### src/sv/u8u16_pkg.sv
package u8u16_pkg;

    localparam int QUEUE_DEPTH = 4;

    localparam int CP_W   = 21;
    localparam int UNIT_W = 16;

    localparam logic [CP_W-1:0]   CP_SUPP_BASE = 21'h10000;
    localparam logic [UNIT_W-1:0] SURR_HIGH    = 16'hD800;
    localparam logic [UNIT_W-1:0] SURR_LOW     = 16'hDC00;

    localparam logic [7:0] LEAD2_MASK = 8'hE0;
    localparam logic [7:0] LEAD2_CODE = 8'hC0;
    localparam logic [7:0] LEAD3_MASK = 8'hF0;
    localparam logic [7:0] LEAD3_CODE = 8'hE0;
    localparam logic [7:0] LEAD4_MASK = 8'hF8;
    localparam logic [7:0] LEAD4_CODE = 8'hF0;

    // one entry of the queue between the byte decoder and the unit emitter
    typedef struct packed {
        logic            has_cp;
        logic            last;
        logic [CP_W-1:0] cp;
    } cp_rec_t;

endpackage

### src/sv/u8u16_in_if.sv
interface u8u16_in_if;
    logic       valid;
    logic       ready;
    logic [7:0] data_byte;
    logic       string_end;

    modport source (output valid, output data_byte, output string_end, input ready);
    modport sink (input valid, input data_byte, input string_end, output ready);
endinterface

### src/sv/u8u16_out_if.sv
interface u8u16_out_if;
    logic        valid;
    logic        ready;
    logic [15:0] code_unit;
    logic        unit_valid;
    logic        end_of_string;

    modport source (output valid, output code_unit, output unit_valid,
                    output end_of_string, input ready);
    modport sink (input valid, input code_unit, input unit_valid,
                  input end_of_string, output ready);
endinterface

### src/sv/u8u16_front.sv
module u8u16_front
    import u8u16_pkg::*;
(
    input  logic          clk,
    input  logic          rst_n,
    u8u16_in_if.sink      in_ch,
    input  logic          q_ready,
    output logic          push,
    output cp_rec_t       push_rec
);

    logic [CP_W-1:0] acc_reg, acc_next;
    logic [1:0]      pend_reg, pend_next;
    logic            xfer;
    logic [7:0]      b;
    logic [CP_W-1:0] shifted;
    logic [1:0]      pend_dec;

    assign in_ch.ready = q_ready;
    assign xfer        = in_ch.valid && q_ready;
    assign b           = in_ch.data_byte;
    assign shifted     = {acc_reg[CP_W-7:0], b[5:0]};
    assign pend_dec    = pend_reg - 2'd1;

    always_comb
    begin
        acc_next        = acc_reg;
        pend_next       = pend_reg;
        push_rec.has_cp = 1'b0;
        push_rec.cp     = '0;
        push_rec.last   = in_ch.string_end;
        if (pend_reg != 2'd0)
        begin
            acc_next  = shifted;
            pend_next = pend_dec;
            if (pend_dec == 2'd0)
            begin
                push_rec.has_cp = 1'b1;
                push_rec.cp     = shifted;
                acc_next        = '0;
            end
        end
        else if (b[7] == 1'b0)
        begin
            push_rec.has_cp = 1'b1;
            push_rec.cp     = CP_W'(b);
        end
        else if ((b & LEAD2_MASK) == LEAD2_CODE)
        begin
            acc_next  = CP_W'(b[4:0]);
            pend_next = 2'd1;
        end
        else if ((b & LEAD3_MASK) == LEAD3_CODE)
        begin
            acc_next  = CP_W'(b[3:0]);
            pend_next = 2'd2;
        end
        else if ((b & LEAD4_MASK) == LEAD4_CODE)
        begin
            acc_next  = CP_W'(b[2:0]);
            pend_next = 2'd3;
        end
        // string end drops any open sequence
        if (in_ch.string_end)
        begin
            acc_next  = '0;
            pend_next = 2'd0;
        end
    end

    assign push = xfer && (push_rec.has_cp || push_rec.last);

    always_ff @(posedge clk or negedge rst_n)
    begin
        if (!rst_n)
        begin
            acc_reg  <= '0;
            pend_reg <= 2'd0;
        end
        else if (xfer)
        begin
            acc_reg  <= acc_next;
            pend_reg <= pend_next;
        end
    end

endmodule

### src/sv/u8u16_queue.sv
module u8u16_queue
    import u8u16_pkg::*;
#(
    parameter int DEPTH = QUEUE_DEPTH
)
(
    input  logic    clk,
    input  logic    rst_n,
    input  logic    push,
    input  cp_rec_t push_rec,
    output logic    not_full,
    input  logic    pop,
    output cp_rec_t pop_rec,
    output logic    not_empty
);

    localparam int PTR_W = (DEPTH > 1) ? $clog2(DEPTH) : 1;
    localparam int CNT_W = $clog2(DEPTH + 1);

    cp_rec_t          mem_reg [DEPTH];
    logic [PTR_W-1:0] wr_reg, wr_next;
    logic [PTR_W-1:0] rd_reg, rd_next;
    logic [CNT_W-1:0] cnt_reg, cnt_next;
    logic             do_push, do_pop;

    assign not_full  = (cnt_reg != CNT_W'(DEPTH));
    assign not_empty = (cnt_reg != '0);
    assign do_push   = push && not_full;
    assign do_pop    = pop && not_empty;
    assign pop_rec   = mem_reg[rd_reg];

    always_comb
    begin
        wr_next  = wr_reg;
        rd_next  = rd_reg;
        cnt_next = cnt_reg;
        if (do_push)
            wr_next = (wr_reg == PTR_W'(DEPTH - 1)) ? '0 : wr_reg + 1'b1;
        if (do_pop)
            rd_next = (rd_reg == PTR_W'(DEPTH - 1)) ? '0 : rd_reg + 1'b1;
        if (do_push && !do_pop)
            cnt_next = cnt_reg + 1'b1;
        else if (do_pop && !do_push)
            cnt_next = cnt_reg - 1'b1;
    end

    always_ff @(posedge clk or negedge rst_n)
    begin
        if (!rst_n)
        begin
            wr_reg  <= '0;
            rd_reg  <= '0;
            cnt_reg <= '0;
        end
        else
        begin
            wr_reg  <= wr_next;
            rd_reg  <= rd_next;
            cnt_reg <= cnt_next;
        end
    end

    always_ff @(posedge clk)
    begin
        if (do_push)
            mem_reg[wr_reg] <= push_rec;
    end

endmodule

### src/sv/u8u16_back.sv
module u8u16_back
    import u8u16_pkg::*;
(
    input  logic          clk,
    input  logic          rst_n,
    input  logic          q_valid,
    input  cp_rec_t       q_rec,
    output logic          pop,
    u8u16_out_if.source   out_ch
);

    logic              ovalid_reg, ovalid_next;
    logic [UNIT_W-1:0] unit_reg, unit_next;
    logic              uvalid_reg, uvalid_next;
    logic              eos_reg, eos_next;
    logic              lowp_reg, lowp_next;
    logic [UNIT_W-1:0] low_reg, low_next;
    logic              low_eos_reg, low_eos_next;
    logic              load_ok;
    logic [CP_W-1:0]   cp_off;

    assign load_ok = !ovalid_reg || out_ch.ready;
    assign cp_off  = q_rec.cp - CP_SUPP_BASE;
    assign pop     = load_ok && !lowp_reg && q_valid;

    always_comb
    begin
        ovalid_next  = ovalid_reg;
        unit_next    = unit_reg;
        uvalid_next  = uvalid_reg;
        eos_next     = eos_reg;
        lowp_next    = lowp_reg;
        low_next     = low_reg;
        low_eos_next = low_eos_reg;
        if (load_ok)
        begin
            ovalid_next = 1'b0;
            if (lowp_reg)
            begin
                // second half of a surrogate pair
                ovalid_next = 1'b1;
                unit_next   = low_reg;
                uvalid_next = 1'b1;
                eos_next    = low_eos_reg;
                lowp_next   = 1'b0;
            end
            else if (q_valid)
            begin
                ovalid_next = 1'b1;
                if (!q_rec.has_cp)
                begin
                    unit_next   = '0;
                    uvalid_next = 1'b0;
                    eos_next    = q_rec.last;
                end
                else if (q_rec.cp < CP_SUPP_BASE)
                begin
                    unit_next   = q_rec.cp[UNIT_W-1:0];
                    uvalid_next = 1'b1;
                    eos_next    = q_rec.last;
                end
                else
                begin
                    unit_next    = SURR_HIGH + UNIT_W'(cp_off[CP_W-1:10]);
                    uvalid_next  = 1'b1;
                    eos_next     = 1'b0;
                    lowp_next    = 1'b1;
                    low_next     = SURR_LOW | UNIT_W'(cp_off[9:0]);
                    low_eos_next = q_rec.last;
                end
            end
        end
    end

    always_ff @(posedge clk or negedge rst_n)
    begin
        if (!rst_n)
        begin
            ovalid_reg <= 1'b0;
            lowp_reg   <= 1'b0;
        end
        else
        begin
            ovalid_reg <= ovalid_next;
            lowp_reg   <= lowp_next;
        end
    end

    always_ff @(posedge clk)
    begin
        unit_reg    <= unit_next;
        uvalid_reg  <= uvalid_next;
        eos_reg     <= eos_next;
        low_reg     <= low_next;
        low_eos_reg <= low_eos_next;
    end

    assign out_ch.valid         = ovalid_reg;
    assign out_ch.code_unit     = unit_reg;
    assign out_ch.unit_valid    = uvalid_reg;
    assign out_ch.end_of_string = eos_reg;

endmodule

### src/sv/utf8_to_utf16_stream_core.sv
// A result is presented after the transfer of the byte that completes it (the
// transfer writes the queue, then the output register is loaded from the queue
// once free). Throughput: one byte per cycle while the queue is not full; a code
// point above 0xFFFF sends two units, high then low surrogate, through the output
// register, absorbed by the queue between decoder and emitter.
// Reset (rst_n low, asynchronous) closes any open sequence, empties the queue
// and clears the output valid flag and any pending low surrogate.
module utf8_to_utf16_stream_core
    import u8u16_pkg::*;
#(
    parameter int QUEUE_DEPTH_P = QUEUE_DEPTH
)
(
    input  logic        clk,
    input  logic        rst_n,
    u8u16_in_if.sink    in_ch,
    u8u16_out_if.source out_ch
);

    logic    push, not_full, pop, not_empty;
    cp_rec_t push_rec, pop_rec;

    u8u16_front u_front (
        .clk      (clk),
        .rst_n    (rst_n),
        .in_ch    (in_ch),
        .q_ready  (not_full),
        .push     (push),
        .push_rec (push_rec)
    );

    u8u16_queue #(
        .DEPTH (QUEUE_DEPTH_P)
    ) u_queue (
        .clk       (clk),
        .rst_n     (rst_n),
        .push      (push),
        .push_rec  (push_rec),
        .not_full  (not_full),
        .pop       (pop),
        .pop_rec   (pop_rec),
        .not_empty (not_empty)
    );

    u8u16_back u_back (
        .clk     (clk),
        .rst_n   (rst_n),
        .q_valid (not_empty),
        .q_rec   (pop_rec),
        .pop     (pop),
        .out_ch  (out_ch)
    );

endmodule

### src/flat_wrapper.sv
// flat-port wrapper written by rule: the top's interface ports become plain ports
module utf8_to_utf16_stream_core_flat import u8u16_pkg::*;
#(
    parameter int QUEUE_DEPTH_P = QUEUE_DEPTH
)
  (clk, rst_n, in_ch_valid, in_ch_data_byte, in_ch_string_end, in_ch_ready, out_ch_valid, out_ch_code_unit, out_ch_unit_valid, out_ch_end_of_string, out_ch_ready);
  u8u16_in_if in_ch_i ();
  u8u16_out_if out_ch_i ();
  input  logic clk;
  input  logic rst_n;
  input wire logic [$bits(in_ch_i.valid)-1:0] in_ch_valid;
  input wire logic [$bits(in_ch_i.data_byte)-1:0] in_ch_data_byte;
  input wire logic [$bits(in_ch_i.string_end)-1:0] in_ch_string_end;
  output wire logic [$bits(in_ch_i.ready)-1:0] in_ch_ready;
  output wire logic [$bits(out_ch_i.valid)-1:0] out_ch_valid;
  output wire logic [$bits(out_ch_i.code_unit)-1:0] out_ch_code_unit;
  output wire logic [$bits(out_ch_i.unit_valid)-1:0] out_ch_unit_valid;
  output wire logic [$bits(out_ch_i.end_of_string)-1:0] out_ch_end_of_string;
  input wire logic [$bits(out_ch_i.ready)-1:0] out_ch_ready;
  assign in_ch_i.valid = in_ch_valid;
  assign in_ch_i.data_byte = in_ch_data_byte;
  assign in_ch_i.string_end = in_ch_string_end;
  assign in_ch_ready = in_ch_i.ready;
  assign out_ch_valid = out_ch_i.valid;
  assign out_ch_code_unit = out_ch_i.code_unit;
  assign out_ch_unit_valid = out_ch_i.unit_valid;
  assign out_ch_end_of_string = out_ch_i.end_of_string;
  assign out_ch_i.ready = out_ch_ready;
  utf8_to_utf16_stream_core #(.QUEUE_DEPTH_P(QUEUE_DEPTH_P)) u_core (.clk(clk), .rst_n(rst_n), .in_ch(in_ch_i), .out_ch(out_ch_i));
endmodule
### config.mk
export PLATFORM = sky130hd
export DESIGN_NAME = utf8_to_utf16_stream_core_flat
export DESIGN_NICKNAME = d
export VERILOG_FILES = /design/src/sv/u8u16_pkg.sv /design/src/sv/u8u16_in_if.sv /design/src/sv/u8u16_out_if.sv /design/src/sv/u8u16_front.sv /design/src/sv/u8u16_queue.sv /design/src/sv/u8u16_back.sv /design/src/sv/utf8_to_utf16_stream_core.sv /design/src/flat_wrapper.sv
export SDC_FILE = /design/constraint.sdc
export NUM_CORES = 1
export LEC_CHECK = 0
export BUFFER_PORTS_ARGS = -buffer_cell sky130_fd_sc_hd__buf_4
export CAP_MARGIN = 20
export CORE_MARGIN = 1
export CORE_UTILIZATION = 61
export DETAILED_ROUTE_END_ITERATION = 10
export GPL_TIMING_DRIVEN = 1
export PLACE_DENSITY = 0.81
export SETUP_SLACK_MARGIN = 0.4
export SYNTH_ARGS = -nofsm -noshare
export SYNTH_HDL_FRONTEND = slang
export SYNTH_HIERARCHICAL = 1
export SYNTH_SLANG_ARGS = --single-unit
### constraint.sdc
create_clock -name clk -period 2.83 [get_ports clk]
set_input_delay 0.4245 -clock clk [delete_from_list [all_inputs] [get_ports clk]]
set_output_delay 0.4245 -clock clk [all_outputs]
set_load 0.01 [all_outputs]
==> results.json <==
{
  "ys_seq_area_frac": 0.686,
  "setup.worst_path.end_class": "flop",
  "synth_seq_cells": 147,
  "fin_skew_ns": 0.0119,
  "pwr-share-comb": 0.327,
  "rsz0062_at_grt": "true",
  "syn_nets": 414,
  "swShare": 0.308,
  "hp-start": "in_ch_string_end",
  "first_global_vias": 3641,
  "syn-cell-area_mm2": 0.00625,
  "cts_buffer_depth": 2,
  "fp.dieH_um": 103,
  "yosys.area.top_type": "edfxtp_1",
  "cp_num_buf_inv": 1,
  "dp_hpwl_mm": 7.88,
  "drt-pass1-iter-count": 5,
  "rrSetupSlack_ns": 0.46,
  "drive_above_1_share": 0.300,
  "p_clk_frac": 0.274,
  "via_count": 3645,
  "synthArstFlopShare": 0.177,
  "diodes": 0,
  "synth_ff_type": "edfxtp_1",
  "cts.sinks": 147,
  "largest_register_ffs": 92,
  "critPathKind": "reg -> reg",
  "rr_worst_depth": 9,
  "setup_ws_ns": 0.463,
  "placementRows": 36,
  "synth.avg_cell_area_um2": 15.9,
  "critical_path_required_ns": 3.28,
  "ant_nets": 0,
  "yosys-top-cells-count": "edfxtp_1, dfrtp_1, inv_1, mux4_2, nor2_1",
  "clk_pin_slew_ns": 0.06,
  "crit_arrival_ns": 2.82,
  "drt_iter0_drc": 262,
  "maxSlewHeadroom": 0.500,
  "pin_count": 33,
  "hold_viol": 0,
  "viasPerCell": 6.19,
  "ys_warn_count": 6,
  "fin_crit_sh": 0.836,
  "cts_buffers": 17,
  "crit-reg2reg-capture": "u_core/u_queue/cnt_reg[2]",
  "hp-class": "in -> reg",
  "design_area_mm2": 0.00735,
  "syn2layout_area_growth_pct": 17.6,
  "yosysMostFrequentCell": "edfxtp_1",
  "wl_mm": 12.6,
  "start_util": 0.633,
  "core_mm2": 0.00986,
  "insertion_delay_ns": 0.53,
  "htree_levels": 4,
  "worstHoldPathCells": 1,
  "grt_overflow": 0,
  "netlist_instances": 393,
  "setup_tns_ns": 0,
  "peakVddDrop_uv": 623,
  "p_switching_mw": 2.50,
  "wl_per_cell_um": 21.4,
  "die_w_um": 103,
  "antenna_found_initial": 0,
  "cts_tree": "yes",
  "p_int_mw": 5.63,
  "power.density_mw_per_mm2": 1110,
  "cts_root_buffer": "clkbuf_8",
  "synth_edf_count": 121,
  "grt_usage": 0.268,
  "p_leak_nw": 2.64,
  "min_to": "u_core/u_queue/mem_reg[1][21]",
  "grt_pass1_wl_mm": 19.7,
  "place_ws_ns": 0.212,
  "tightest_slew_ns": 0.746,
  "layout_min_cycle_time_ns": 2.37,
  "cpPeakStageDelay_ns": 0.44,
  "synth_top_area_share": 0.582,
  "placed_area_mm2": 0.00668,
  "drc": 0,
  "gp_congestion": 0.868,
  "synth.top_cells.by_area": "edfxtp_1, dfrtp_1, mux4_2",
  "reg2reg_from": "u_core/u_queue/cnt_reg[0]",
  "grt_max_degree": 27,
  "outcome": "finished clean",
  "numPortBuffers": 32,
  "crit_path_cell_trace": "or3_4, nor3b_1, nand2_1, ha_2, inv_1, fa_1, xor2_1, nor2_1, xor2_1",
  "cp_top_family": "simple AND/OR/NAND/NOR gates",
  "crit_fanout": 4,
  "fin_cells": 589,
  "slew_viol_final": 0,
  "fmax_ghz": 0.422,
  "setup_violations": 0,
  "cp_num_cells": 9,
  "dpl.cell_count": 553,
  "die_area_mm2": 0.0106,
  "maxCapViolations": 0,
  "start_kind": "flop",
  "crit_slowest_cell": "dfrtp_2",
  "fin_nets": 466,
  "pwr-share-seq": 0.399,
  "synth.distinct_cells": 60,
  "critical_path.most_common_cell": "xor2_1"
}
-- worst reg2reg max path: stages, from the launching register on --
cell,delay (ns)
dfrtp_2,0.44
or3_4,0.42
nor3b_1,0.19
nand2_1,0.18
ha_2,0.22
inv_1,0.05
fa_1,0.37
xor2_1,0.17
nor2_1,0.11
xor2_1,0.15
-- kinds of logic after synthesis --
family                   share of synthesized area
flip-flops                                   0.686
AND/OR/NAND/NOR                             0.0956
AO/OA/AOI/OAI                               0.0589
buffers and inverters                       0.0341
multiplexers                                 0.103
adder cells (fa/ha/maj)                     0.0172
XOR/XNOR                                   0.00561
-- stage by stage --
step / hold WS, ns / power [mW] / util
after CTS: 0.152 / 8.10 / 0.741
final: 0.181 / 8.14 / 0.745
after global routing: 0.160 / 8.51 / 0.745
after global placement: 0.369 / 5.70 / 0.677
after detailed placement: 0.367 / 5.80 / 0.677
after floorplan: 0.129 / 4.99 / -
-- layer usage --
layer  part of all wire  vias up  global-route usage
li1                   -     1619                   -
met1               0.41     1829               0.348
met2               0.51      169               0.423
met3              0.057       28              0.0591
met4              0.029        0               0.152
met5                  0        -                   0
-- final cells by class --
type,instances,area (µm²)
tap,133,166
sequential,147,4290
timing repair buffer,56,435
multi-input combinational,200,1790
clock inverter,12,165
fill,555,2520
clock buffer,18,418
inverter,23,86.3
-- how the worst max path moves through the flow --
stage,from,to,slack [ns]
6_report,u_core/u_queue/cnt_reg[0],u_core/u_queue/cnt_reg[2],0.46
5_1_grt,u_core/u_queue/cnt_reg[0],u_core/u_queue/cnt_reg[2],0.36
4_1_cts,u_core/u_queue/rd_reg[1],u_core/u_back/out_ch.code_unit[10],0.43
3_5_place_dp,u_core/u_queue/rd_reg[0],u_core/u_back/out_ch.code_unit[7],0.21
2_1_floorplan,u_core/u_queue/rd_reg[0],u_core/u_back/low_eos_reg,0.41
3_3_place_gp,in_ch_data_byte[7],u_core/u_queue/cnt_reg[2],0.33
-- layout by cell type (no fill, tap or decap), types with 3 or more instances in the layout --
cell / synthesis / routed
o21ai_1: 3 / 3
and3_2: 5 / 5
xor2_1: 3 / 3
nand2_1: 19 / 19
dfrtp_2: 0 / 4
mux2_4: 4 / 4
nand3_1: 7 / 7
buf_4: 6 / 54
mux2i_1: 3 / 3
mux4_2: 23 / 23
nor2b_1: 5 / 3
clkbuf_16: 0 / 16
o211ai_1: 6 / 6
clkinv_1: 0 / 3
nor2_1: 21 / 21
nand2b_1: 6 / 6
o21ai_0: 10 / 10
edfxtp_1: 121 / 121
o31ai_1: 8 / 8
ha_1: 7 / 6
bufinv_16: 0 / 4
inv_1: 23 / 23
nand4_1: 17 / 17
or3_1: 3 / 3
dfrtp_1: 26 / 22
mux2_2: 3 / 3
and2_1: 9 / 9
-- power groups by stage --
stage          logic, mW  registers, mW  clock network (mW)
2_1_floorplan       1.73           3.27                   0
3_5_place_dp        2.51           3.28                   0
5_1_grt             2.87           3.30                2.34
4_1_cts             2.60           3.25                2.26
3_3_place_gp        2.44           3.26                   0
6_report            2.66           3.24                2.23
-- timing repair --
item | in CTS | in global routing
hold endpoints to repair | 26 | 0
hold buffers | 1 | 0
pin swaps | 1 | 2
endpoints found under the setup margin | 27 | 5
buffers inserted | 2 | 3
gates resized for setup | 7 | 4
Power figures use the tool's default switching activity.
